==> config.mk <==
export PLATFORM = sky130hd
export DESIGN_NAME = sector_nearest_range_tracker_flat
export DESIGN_NICKNAME = d
export VERILOG_FILES = /design/src/design/snrt_pkg.sv /design/src/design/snrt_ifs.sv /design/src/design/sector_nearest_range_tracker.sv /design/src/design/snrt_sector.sv /design/src/flat_wrapper.sv
export SDC_FILE = /design/constraint.sdc
export NUM_CORES = 1
export LEC_CHECK = 0
export ABC_AREA = 1
export CAP_MARGIN = 0
export CORE_ASPECT_RATIO = 0.7
export CORE_MARGIN = 2
export CORE_UTILIZATION = 30
export DETAILED_ROUTE_END_ITERATION = 16
export DONT_BUFFER_PORTS = 1
export GPL_ROUTABILITY_DRIVEN = 0
export HOLD_SLACK_MARGIN = 0.06
export PLACE_DENSITY = 0.51
export SLEW_MARGIN = 20
export SYNTH_ARGS = -nofsm -noshare
export SYNTH_HDL_FRONTEND = slang
export SYNTH_SLANG_ARGS = --single-unit
==> constraint.sdc <==
create_clock -name clock -period 4.8 [get_ports clock]
set_input_delay 0 -clock clock [delete_from_list [all_inputs] [get_ports clock]]
set_output_delay 0 -clock clock [all_outputs]
set_load 0.005 [all_outputs]
==> src/design/snrt_pkg.sv <==
// ---------------------------------------------------------------------------
// snrt_pkg
// Shared widths, register indexes, reset values and types of the sector
// nearest-range tracker.
// ---------------------------------------------------------------------------
package snrt_pkg;

   localparam int RANGE_W    = 16;
   localparam int ANGLE_W    = 23;
   localparam int STEP_W     = 16;
   localparam int BOUND_W    = 17;
   localparam int CSR_IDX_W  = 3;
   localparam int CSR_DATA_W = 23;
   localparam int NUM_SECTOR = 3;

   localparam int SECTOR_RIGHT  = 0;
   localparam int SECTOR_MIDDLE = 1;
   localparam int SECTOR_LEFT   = 2;

   typedef enum logic [CSR_IDX_W-1:0] {
      CSR_ANGLE_START        = 3'd0,
      CSR_ANGLE_STEP         = 3'd1,
      CSR_RANGE_LIMIT        = 3'd2,
      CSR_RIGHT_UPPER_BOUND  = 3'd3,
      CSR_RIGHT_LOWER_BOUND  = 3'd4,
      CSR_MIDDLE_LOWER_BOUND = 3'd5,
      CSR_LEFT_LOWER_BOUND   = 3'd6
   } csr_index_type;

   localparam logic [ANGLE_W-1:0] RST_ANGLE_START        = 23'd0;
   localparam logic [STEP_W-1:0]  RST_ANGLE_STEP         = 16'd256;
   localparam logic [RANGE_W-1:0] RST_RANGE_LIMIT        = 16'd1024;
   localparam logic [BOUND_W-1:0] RST_RIGHT_UPPER_BOUND  = 17'd69120;
   localparam logic [BOUND_W-1:0] RST_RIGHT_LOWER_BOUND  = 17'd49920;
   localparam logic [BOUND_W-1:0] RST_MIDDLE_LOWER_BOUND = 17'd42240;
   localparam logic [BOUND_W-1:0] RST_LEFT_LOWER_BOUND   = 17'd23040;

   typedef struct packed {
      logic [BOUND_W-1:0] right_upper;
      logic [BOUND_W-1:0] right_lower;
      logic [BOUND_W-1:0] middle_lower;
      logic [BOUND_W-1:0] left_lower;
   } bounds_type;

   // bit positions follow the SECTOR_* indexes
   typedef struct packed {
      logic left;
      logic middle;
      logic right;
   } sector_sel_type;

endpackage

==> src/design/snrt_ifs.sv <==
// ---------------------------------------------------------------------------
// snrt_ifs
// Valid/ready channels of the tracker: sample input, result output and
// register write port.
// ---------------------------------------------------------------------------
interface snrt_req_if import snrt_pkg::*; ();
   logic               valid;
   logic               ready;
   logic [RANGE_W-1:0] range_sample;
   logic               scan_start;
   logic               scan_end;

   modport source (output valid, output range_sample, output scan_start,
                   output scan_end, input ready);
   modport sink   (input valid, input range_sample, input scan_start,
                   input scan_end, output ready);
endinterface

interface snrt_rsp_if import snrt_pkg::*; ();
   logic                      valid;
   logic                      ready;
   logic [RANGE_W-1:0]        right_nearest;
   logic signed [ANGLE_W-1:0] right_nearest_angle;
   logic [RANGE_W-1:0]        middle_nearest;
   logic signed [ANGLE_W-1:0] middle_nearest_angle;
   logic [RANGE_W-1:0]        left_nearest;
   logic signed [ANGLE_W-1:0] left_nearest_angle;

   modport source (output valid, output right_nearest, output right_nearest_angle,
                   output middle_nearest, output middle_nearest_angle,
                   output left_nearest, output left_nearest_angle, input ready);
   modport sink   (input valid, input right_nearest, input right_nearest_angle,
                   input middle_nearest, input middle_nearest_angle,
                   input left_nearest, input left_nearest_angle, output ready);
endinterface

interface snrt_csr_if import snrt_pkg::*; ();
   logic                  valid;
   logic                  ready;
   logic [CSR_IDX_W-1:0]  index;
   logic [CSR_DATA_W-1:0] data;

   modport source (output valid, output index, output data, input ready);
   modport sink   (input valid, input index, input data, output ready);
endinterface

==> src/design/sector_nearest_range_tracker.sv <==
// ---------------------------------------------------------------------------
// sector_nearest_range_tracker
// Pipeline: input register, then the sector compare and minimum update into
// the result register.
// Throughput: 1 item per cycle; a waiting result only stalls scan-end items.
// Reset: synchronous; registers return to defaults, minima to all ones.
// ---------------------------------------------------------------------------
module sector_nearest_range_tracker import snrt_pkg::*; #(
   parameter int RANGE_BITS = 16,
   parameter int ANGLE_BITS = 24
) (
   input  logic       clock,
   input  logic       reset,
   snrt_req_if.sink   req_chan,
   snrt_rsp_if.source rsp_chan,
   snrt_csr_if.sink   csr_chan
);

   localparam int RCMP_W  = (RANGE_BITS > RANGE_W) ? RANGE_BITS : RANGE_W;
   localparam int AEXT_W  = (ANGLE_BITS > ANGLE_W) ? ANGLE_BITS : ANGLE_W;

   // configuration
   logic [ANGLE_W-1:0] cfg_angle_start_ff;
   logic [STEP_W-1:0]  cfg_angle_step_ff;
   logic [RANGE_W-1:0] cfg_range_limit_ff;
   bounds_type         cfg_bounds_ff;

   // input register
   logic               s1_valid_ff;
   logic [RANGE_W-1:0] s1_range_ff;
   logic               s1_start_ff;
   logic               s1_end_ff;

   // scan state
   logic [ANGLE_BITS-1:0] cur_angle_ff;
   logic [ANGLE_BITS-1:0] cur_angle_in;
   logic [RANGE_BITS-1:0] min_range_ff [NUM_SECTOR];
   logic [RANGE_BITS-1:0] min_range_in [NUM_SECTOR];
   logic [ANGLE_BITS-1:0] min_angle_ff [NUM_SECTOR];
   logic [ANGLE_BITS-1:0] min_angle_in [NUM_SECTOR];

   // result register
   logic                      rsp_valid_ff;
   logic                      rsp_valid_in;
   logic [RANGE_W-1:0]        rsp_range_ff [NUM_SECTOR];
   logic [RANGE_W-1:0]        rsp_range_in [NUM_SECTOR];
   logic signed [ANGLE_W-1:0] rsp_angle_ff [NUM_SECTOR];
   logic signed [ANGLE_W-1:0] rsp_angle_in [NUM_SECTOR];

   logic                     out_free;
   logic                     s1_fire;
   logic signed [AEXT_W-1:0] start_ext;
   logic [ANGLE_BITS-1:0]    step_ext;
   logic [ANGLE_BITS-1:0]    ang;
   logic                     hit;
   sector_sel_type           sel;
   logic [NUM_SECTOR-1:0]    sel_vec;
   logic [RCMP_W-1:0]        r_ext;
   logic [RANGE_BITS-1:0]    r_store;
   logic [RANGE_BITS-1:0]    base_range [NUM_SECTOR];
   logic [RCMP_W-1:0]        base_ext   [NUM_SECTOR];
   logic [RCMP_W-1:0]        next_ext   [NUM_SECTOR];
   logic signed [AEXT_W-1:0] next_ang_ext [NUM_SECTOR];

   assign out_free       = !rsp_valid_ff || rsp_chan.ready;
   assign s1_fire        = s1_valid_ff && (!s1_end_ff || out_free);
   assign req_chan.ready = !s1_valid_ff || s1_fire;
   assign csr_chan.ready = 1'b1;

   assign start_ext = AEXT_W'($signed(cfg_angle_start_ff));
   assign step_ext  = ANGLE_BITS'($signed(cfg_angle_step_ff));
   assign ang       = s1_start_ff ? start_ext[ANGLE_BITS-1:0] : cur_angle_ff;
   assign hit       = (s1_range_ff != '0) && (s1_range_ff < cfg_range_limit_ff);
   assign r_ext     = RCMP_W'(s1_range_ff);
   assign r_store   = r_ext[RANGE_BITS-1:0];
   assign sel_vec   = sel;

   assign cur_angle_in = ang + step_ext;

   snrt_sector #(
      .ANGLE_BITS(ANGLE_BITS)
   ) u_sector (
      .angle  (ang),
      .bounds (cfg_bounds_ff),
      .sel    (sel)
   );

   always_comb begin
      for (int i = 0; i < NUM_SECTOR; i++) begin
         base_range[i] = s1_start_ff ? '1 : min_range_ff[i];
         base_ext[i]   = RCMP_W'(base_range[i]);
         if (hit && sel_vec[i] && (r_ext < base_ext[i])) begin
            min_range_in[i] = r_store;
            min_angle_in[i] = ang;
         end else begin
            min_range_in[i] = base_range[i];
            min_angle_in[i] = min_angle_ff[i];
         end
         next_ext[i]     = RCMP_W'(min_range_in[i]);
         next_ang_ext[i] = AEXT_W'($signed(min_angle_in[i]));
         rsp_range_in[i] = next_ext[i][RANGE_W-1:0];
         rsp_angle_in[i] = next_ang_ext[i][ANGLE_W-1:0];
      end
   end

   assign rsp_valid_in = (s1_fire && s1_end_ff) || (rsp_valid_ff && !rsp_chan.ready);

   always_ff @(posedge clock) begin
      if (reset) begin
         cfg_angle_start_ff         <= RST_ANGLE_START;
         cfg_angle_step_ff          <= RST_ANGLE_STEP;
         cfg_range_limit_ff         <= RST_RANGE_LIMIT;
         cfg_bounds_ff.right_upper  <= RST_RIGHT_UPPER_BOUND;
         cfg_bounds_ff.right_lower  <= RST_RIGHT_LOWER_BOUND;
         cfg_bounds_ff.middle_lower <= RST_MIDDLE_LOWER_BOUND;
         cfg_bounds_ff.left_lower   <= RST_LEFT_LOWER_BOUND;
      end else if (csr_chan.valid) begin
         unique case (csr_index_type'(csr_chan.index))
            CSR_ANGLE_START: begin
               cfg_angle_start_ff <= csr_chan.data[ANGLE_W-1:0];
            end
            CSR_ANGLE_STEP: begin
               cfg_angle_step_ff <= csr_chan.data[STEP_W-1:0];
            end
            CSR_RANGE_LIMIT: begin
               cfg_range_limit_ff <= csr_chan.data[RANGE_W-1:0];
            end
            CSR_RIGHT_UPPER_BOUND: begin
               cfg_bounds_ff.right_upper <= csr_chan.data[BOUND_W-1:0];
            end
            CSR_RIGHT_LOWER_BOUND: begin
               cfg_bounds_ff.right_lower <= csr_chan.data[BOUND_W-1:0];
            end
            CSR_MIDDLE_LOWER_BOUND: begin
               cfg_bounds_ff.middle_lower <= csr_chan.data[BOUND_W-1:0];
            end
            CSR_LEFT_LOWER_BOUND: begin
               cfg_bounds_ff.left_lower <= csr_chan.data[BOUND_W-1:0];
            end
            default: begin
               cfg_angle_start_ff <= cfg_angle_start_ff;
            end
         endcase
      end
   end

   always_ff @(posedge clock) begin
      if (reset) begin
         s1_valid_ff  <= 1'b0;
         rsp_valid_ff <= 1'b0;
         cur_angle_ff <= '0;
         for (int i = 0; i < NUM_SECTOR; i++) begin
            min_range_ff[i] <= '1;
            min_angle_ff[i] <= '0;
         end
      end else begin
         rsp_valid_ff <= rsp_valid_in;
         if (req_chan.ready) begin
            s1_valid_ff <= req_chan.valid;
         end
         if (s1_fire) begin
            cur_angle_ff <= cur_angle_in;
            for (int i = 0; i < NUM_SECTOR; i++) begin
               min_range_ff[i] <= min_range_in[i];
               min_angle_ff[i] <= min_angle_in[i];
            end
         end
      end
   end

   always_ff @(posedge clock) begin
      if (req_chan.ready && req_chan.valid) begin
         s1_range_ff <= req_chan.range_sample;
         s1_start_ff <= req_chan.scan_start;
         s1_end_ff   <= req_chan.scan_end;
      end
      if (s1_fire && s1_end_ff) begin
         for (int i = 0; i < NUM_SECTOR; i++) begin
            rsp_range_ff[i] <= rsp_range_in[i];
            rsp_angle_ff[i] <= rsp_angle_in[i];
         end
      end
   end

   assign rsp_chan.valid                = rsp_valid_ff;
   assign rsp_chan.right_nearest        = rsp_range_ff[SECTOR_RIGHT];
   assign rsp_chan.right_nearest_angle  = rsp_angle_ff[SECTOR_RIGHT];
   assign rsp_chan.middle_nearest       = rsp_range_ff[SECTOR_MIDDLE];
   assign rsp_chan.middle_nearest_angle = rsp_angle_ff[SECTOR_MIDDLE];
   assign rsp_chan.left_nearest         = rsp_range_ff[SECTOR_LEFT];
   assign rsp_chan.left_nearest_angle   = rsp_angle_ff[SECTOR_LEFT];

endmodule

==> src/design/snrt_sector.sv <==
// ---------------------------------------------------------------------------
// snrt_sector
// Sorts a signed angle into the right, middle or left sector. Right is tested
// first, then middle, then left, so shared bounds go to the earlier sector.
// ---------------------------------------------------------------------------
module snrt_sector import snrt_pkg::*; #(
   parameter int ANGLE_BITS = 24
) (
   input  logic [ANGLE_BITS-1:0] angle,
   input  bounds_type            bounds,
   output sector_sel_type        sel
);

   localparam int CMP_W = (ANGLE_BITS > BOUND_W + 1) ? ANGLE_BITS : BOUND_W + 1;

   logic signed [CMP_W-1:0] a_cmp;
   logic signed [CMP_W-1:0] ru_cmp;
   logic signed [CMP_W-1:0] rl_cmp;
   logic signed [CMP_W-1:0] ml_cmp;
   logic signed [CMP_W-1:0] ll_cmp;
   logic                    in_right;
   logic                    in_middle;
   logic                    in_left;

   assign a_cmp  = CMP_W'($signed(angle));
   assign ru_cmp = $signed({{(CMP_W-BOUND_W){1'b0}}, bounds.right_upper});
   assign rl_cmp = $signed({{(CMP_W-BOUND_W){1'b0}}, bounds.right_lower});
   assign ml_cmp = $signed({{(CMP_W-BOUND_W){1'b0}}, bounds.middle_lower});
   assign ll_cmp = $signed({{(CMP_W-BOUND_W){1'b0}}, bounds.left_lower});

   assign in_right  = (a_cmp >= rl_cmp) && (a_cmp <= ru_cmp);
   assign in_middle = (a_cmp >= ml_cmp) && (a_cmp <= rl_cmp);
   assign in_left   = (a_cmp >= ll_cmp) && (a_cmp <= ml_cmp);

   always_comb begin
      sel = '0;
      priority if (in_right) begin
         sel.right = 1'b1;
      end else if (in_middle) begin
         sel.middle = 1'b1;
      end else if (in_left) begin
         sel.left = 1'b1;
      end else begin
         sel = '0;
      end
   end

endmodule

==> src/flat_wrapper.sv <==
// flat-port wrapper written by rule: the top's interface ports become plain ports
module sector_nearest_range_tracker_flat import snrt_pkg::*;
#(
   parameter int RANGE_BITS = 16,
   parameter int ANGLE_BITS = 24
)
  (clock, reset, req_chan_valid, req_chan_range_sample, req_chan_scan_start, req_chan_scan_end, req_chan_ready, rsp_chan_valid, rsp_chan_right_nearest, rsp_chan_right_nearest_angle, rsp_chan_middle_nearest, rsp_chan_middle_nearest_angle, rsp_chan_left_nearest, rsp_chan_left_nearest_angle, rsp_chan_ready, csr_chan_valid, csr_chan_index, csr_chan_data, csr_chan_ready);
  snrt_req_if req_chan_i ();
  snrt_rsp_if rsp_chan_i ();
  snrt_csr_if csr_chan_i ();
  input  logic clock;
  input  logic reset;
  input wire logic [$bits(req_chan_i.valid)-1:0] req_chan_valid;
  input wire logic [$bits(req_chan_i.range_sample)-1:0] req_chan_range_sample;
  input wire logic [$bits(req_chan_i.scan_start)-1:0] req_chan_scan_start;
  input wire logic [$bits(req_chan_i.scan_end)-1:0] req_chan_scan_end;
  output wire logic [$bits(req_chan_i.ready)-1:0] req_chan_ready;
  output wire logic [$bits(rsp_chan_i.valid)-1:0] rsp_chan_valid;
  output wire logic [$bits(rsp_chan_i.right_nearest)-1:0] rsp_chan_right_nearest;
  output wire logic [$bits(rsp_chan_i.right_nearest_angle)-1:0] rsp_chan_right_nearest_angle;
  output wire logic [$bits(rsp_chan_i.middle_nearest)-1:0] rsp_chan_middle_nearest;
  output wire logic [$bits(rsp_chan_i.middle_nearest_angle)-1:0] rsp_chan_middle_nearest_angle;
  output wire logic [$bits(rsp_chan_i.left_nearest)-1:0] rsp_chan_left_nearest;
  output wire logic [$bits(rsp_chan_i.left_nearest_angle)-1:0] rsp_chan_left_nearest_angle;
  input wire logic [$bits(rsp_chan_i.ready)-1:0] rsp_chan_ready;
  input wire logic [$bits(csr_chan_i.valid)-1:0] csr_chan_valid;
  input wire logic [$bits(csr_chan_i.index)-1:0] csr_chan_index;
  input wire logic [$bits(csr_chan_i.data)-1:0] csr_chan_data;
  output wire logic [$bits(csr_chan_i.ready)-1:0] csr_chan_ready;
  assign req_chan_i.valid = req_chan_valid;
  assign req_chan_i.range_sample = req_chan_range_sample;
  assign req_chan_i.scan_start = req_chan_scan_start;
  assign req_chan_i.scan_end = req_chan_scan_end;
  assign req_chan_ready = req_chan_i.ready;
  assign rsp_chan_valid = rsp_chan_i.valid;
  assign rsp_chan_right_nearest = rsp_chan_i.right_nearest;
  assign rsp_chan_right_nearest_angle = rsp_chan_i.right_nearest_angle;
  assign rsp_chan_middle_nearest = rsp_chan_i.middle_nearest;
  assign rsp_chan_middle_nearest_angle = rsp_chan_i.middle_nearest_angle;
  assign rsp_chan_left_nearest = rsp_chan_i.left_nearest;
  assign rsp_chan_left_nearest_angle = rsp_chan_i.left_nearest_angle;
  assign rsp_chan_i.ready = rsp_chan_ready;
  assign csr_chan_i.valid = csr_chan_valid;
  assign csr_chan_i.index = csr_chan_index;
  assign csr_chan_i.data = csr_chan_data;
  assign csr_chan_ready = csr_chan_i.ready;
  sector_nearest_range_tracker #(.RANGE_BITS(RANGE_BITS), .ANGLE_BITS(ANGLE_BITS)) u_core (.clock(clock), .reset(reset), .req_chan(req_chan_i), .rsp_chan(rsp_chan_i), .csr_chan(csr_chan_i));
endmodule
==> impl_metrics.py <==
metrics = {
    "placed_design": {
        "pre_cts_slack_ns": 0.546,
        "hpwlAfterDp_mm": 42.5,
        "place_area_um2": 21000,
        "port-buffer-count": 0,
    },
    "routing": {
        "firstDrtPassIters": 5,
        "wl_met2_mm": 25.6,
        "ant_nets": 0,
        "avgRoutedWirePerCell_um": 19.3,
        "maxUsedRoutingLayer": "met5",
        "via_per_inst": 4.94,
        "drt-initial-drc-count": 1538,
        "route.final.wire_length_mm": 62.2,
        "wl_met1_mm": 30.3,
        "drc": 0,
        "dr_wl_met3_mm": 4.78,
        "via_count": 15900,
    },
    "cts": {
        "cts_buffers": 42,
        "htreeDepth": 2,
        "clock-root-buffer": "clkbuf_16",
        "clk_pin_slew_ns": 0.06,
        "cts_resized": 0,
        "cts_sinks": 401,
        "insertion_delay_ns": 0.58,
        "cts_tree": "built",
        "cts_setup_buffers": 0,
        "ctsHoldBuffers": 76,
        "clock_path_buffers": 3,
    },
    "synthesis": {
        "yosysUniqueCellTypes": 44,
        "synth-seq-area-share_pct": 52.6,
        "yosysTopAreaCell": "edfxtp_1",
        "ys_ff_latch": 401,
        "synth_edf_count": 252,
        "ys_warn_count": 0,
        "yosys-top-cells-count": "424 x nand2_1, 252 x edfxtp_1, 243 x nor2_1",
        "yosysTopAreaCellShare_pct": 37.8,
        "syn_nets": 2433,
        "synth_cells": 2232,
        "ys.flop_type": "edfxtp_1",
        "syn_area_um2": 20000,
        "async_reset_ff_share_pct": 0,
        "synth_area_leaders": "edfxtp_1 38%, dfxtp_1 15%, ha_1 9.4%",
        "avgSynthCellArea_um2": 8.98,
        "synth.most_common_cell": "nand2_1",
    },
    "die": {
        "coreArea_um2": 66200,
        "initial_core_util_pct": 30.3,
        "fp.dieArea_um2": 68900,
        "num_io_pins": 169,
        "dieWidth_um": 313,
        "die_h_um": 220,
        "rows": 79,
    },
    "sta": {
        "final.period_utilization_pct": 91.2,
        "fin_crit_ns": 4.38,
        "max_clock_freq_mhz": 228,
        "slew_headroom_pct": 24.5,
        "setup_viol": 0,
        "hold_violations": 0,
        "hold_ws_ns": 0.100,
        "tightest_slew_ns": 1.12,
        "drv_slew": 0,
        "rsz0062_at_grt": "false",
        "fin_skew_ns": 0.0194,
        "layout_setup_ws_ns": 0.421,
        "setup_tns_ns": 0,
    },
    "finish": {
        "drive_above_1_share_pct": 6.72,
        "nFillCells": 6739,
        "areaGrowthSynthToFinish_pct": 15.5,
        "nets": 2493,
        "fin_area_um2": 23200,
    },
    "grt": {
        "grt_antenna_before_repair": 7,
        "grt_max_degree": 118,
        "grt_use_total_pct": 17.8,
        "grt_pass1_wl_mm": 93.5,
        "grt_pass1_vias": 15200,
        "gr-total-overflow": 0,
    },
    "critical_path": {
        "crit_path_start_kind": "register",
        "crit_arrival_ns": 4.68,
        "slowest_delay_ns": 0.55,
        "cp_max_fo": 33,
        "crit_top_cell": "nand3_1",
        "crit_type": "reg2reg",
        "cpMaxStageDelayCell": "o21ai_0",
        "crit_required_ns": 5.11,
        "crit_family": "simple AND/OR/NAND/NOR gates",
        "crit_chain": "buf_4, o21ai_0, inv_1, ha_1, nand2_1, inv_1, nand3_1, nor3_1, nand3_1, nand2_1, nand3_1, nand2_2, nand2_2, nor2_8, buf_4, nand3_1, nand2_1, nor2_1",
        "crit_buf_inv": 4,
        "worstSetupEndpointType": "register",
    },
    "power_and_ir_drop": {
        "leakage_nw": 9.52,
        "power_density_nw_per_um2": 357,
        "ir_drop_mv": 0.222,
    },
    "min_path": {
        "min_path_type": "in2reg",
    },
    "run_status": {
        "status": "finished clean",
    },
    "job": {
        "max_cap_viol_count": 0,
    },
}
[layout make-up]
cell class                 count  area (um^2)  area share, %
inverter                     236          891           3.85
clock inverter                17          170          0.735
multi-input combinational   1502         8190           35.4
clock buffer                  55         1180           5.08
antenna                        3         7.51         0.0324
sequential                   401        10600           45.6
tap                          891         1110           4.81
timing repair buffer         109         1060           4.57
[final timing paths]
| kind | from | to | slack (ns) | cells after the start |
|---|---|---|---|---|
| max reg2reg | u_core.s1_start_ff$_DFFE_PP_ | u_core.min_angle_ff[0][64]$_SDFFCE_PN0P_ | 0.42 | 18 |
| min | req_chan_range_sample[3] | u_core.r_ext[3]$_DFFE_PP_ | 0.10 | 1 |
| min reg2reg | u_core.cur_angle_ff[9]$_SDFFE_PP0P_ | u_core.cur_angle_ff[9]$_SDFFE_PP0P_ | 0.45 | 2 |
| max | u_core.s1_start_ff$_DFFE_PP_ | u_core.min_angle_ff[0][64]$_SDFFCE_PN0P_ | 0.42 | 18 |
[cells in the final DEF (no fill, tap or decap), types with 5 or more instances in the layout]
cell type,synthesis,routed
a211oi_1,5,5
a21o_1,8,8
a21oi_1,191,190
buf_4,3,29
clkbuf_1,68,8
clkbuf_16,0,45
clkinv_2,0,8
dfxtp_1,149,149
dlygate4sd3_1,0,76
edfxtp_1,252,252
ha_1,151,151
inv_1,229,226
inv_2,5,7
nand2_1,424,424
nand2_2,7,7
nand3_1,109,109
nand4_1,48,48
nor2_1,243,241
nor2_4,4,5
nor3_1,16,16
o211ai_1,13,13
o21a_1,11,11
o21ai_0,198,198
o21ai_1,17,17
o21ai_2,8,8
o21bai_1,6,6
or2_2,19,19
[flip-flops by register name, indices dropped and copies added, names as in the netlist, 16 cells and up]
name / flops
u_core.cfg_range_limit_ff: 16
u_core.cur_angle_ff: 24
u_core.r_ext: 16
u_core.cfg_bounds_ff: 68
u_core.rsp_angle_ff: 69
u_core.min_range_ff: 48
u_core.rsp_range_ff: 48
u_core.cfg_angle_step_ff: 16
u_core.min_angle_ff: 69
u_core.cfg_angle_start_ff: 23
[where the power goes]
part	switching, mW	internal, mW	total (mW)
Clock	1.41	1.89	3.30
Combinational	0.752	0.311	1.06
Sequential	0.0756	3.83	3.90
Total	2.24	6.03	8.26
[kinds of logic after synthesis]
group | after synthesis | share of synthesized area, %
AOI/OAI and AO/OA | 463 | 12.4
xor gates and xnor gates | 2 | 0.0874
adders and majority gates | 152 | 9.52
buffers and inverters | 329 | 6.59
DFF | 401 | 52.6
other | 1 | 0.0187
and+or+nand+nor | 884 | 18.8
[metal layers]
| layer | track usage [%] | vias to the layer above |
|---|---|---|
| met5 | 0 | - |
| li1 | - | 7716 |
| met3 | 4.01 | 109 |
| met4 | 5.23 | 4 |
| met1 | 26.2 | 7555 |
| met2 | 25.7 | 499 |
[stage by stage]
stage	power (mW)	cells	utilization [%]
finish	8.26	3214	35.0
global route	8.63	3212	35.0
CTS	8.35	3211	35.0
detailed placement	4.95	3063	31.8
global placement	4.93	3063	31.8
floorplan	4.63	2232	-
(Power assumes the default switching activity.)
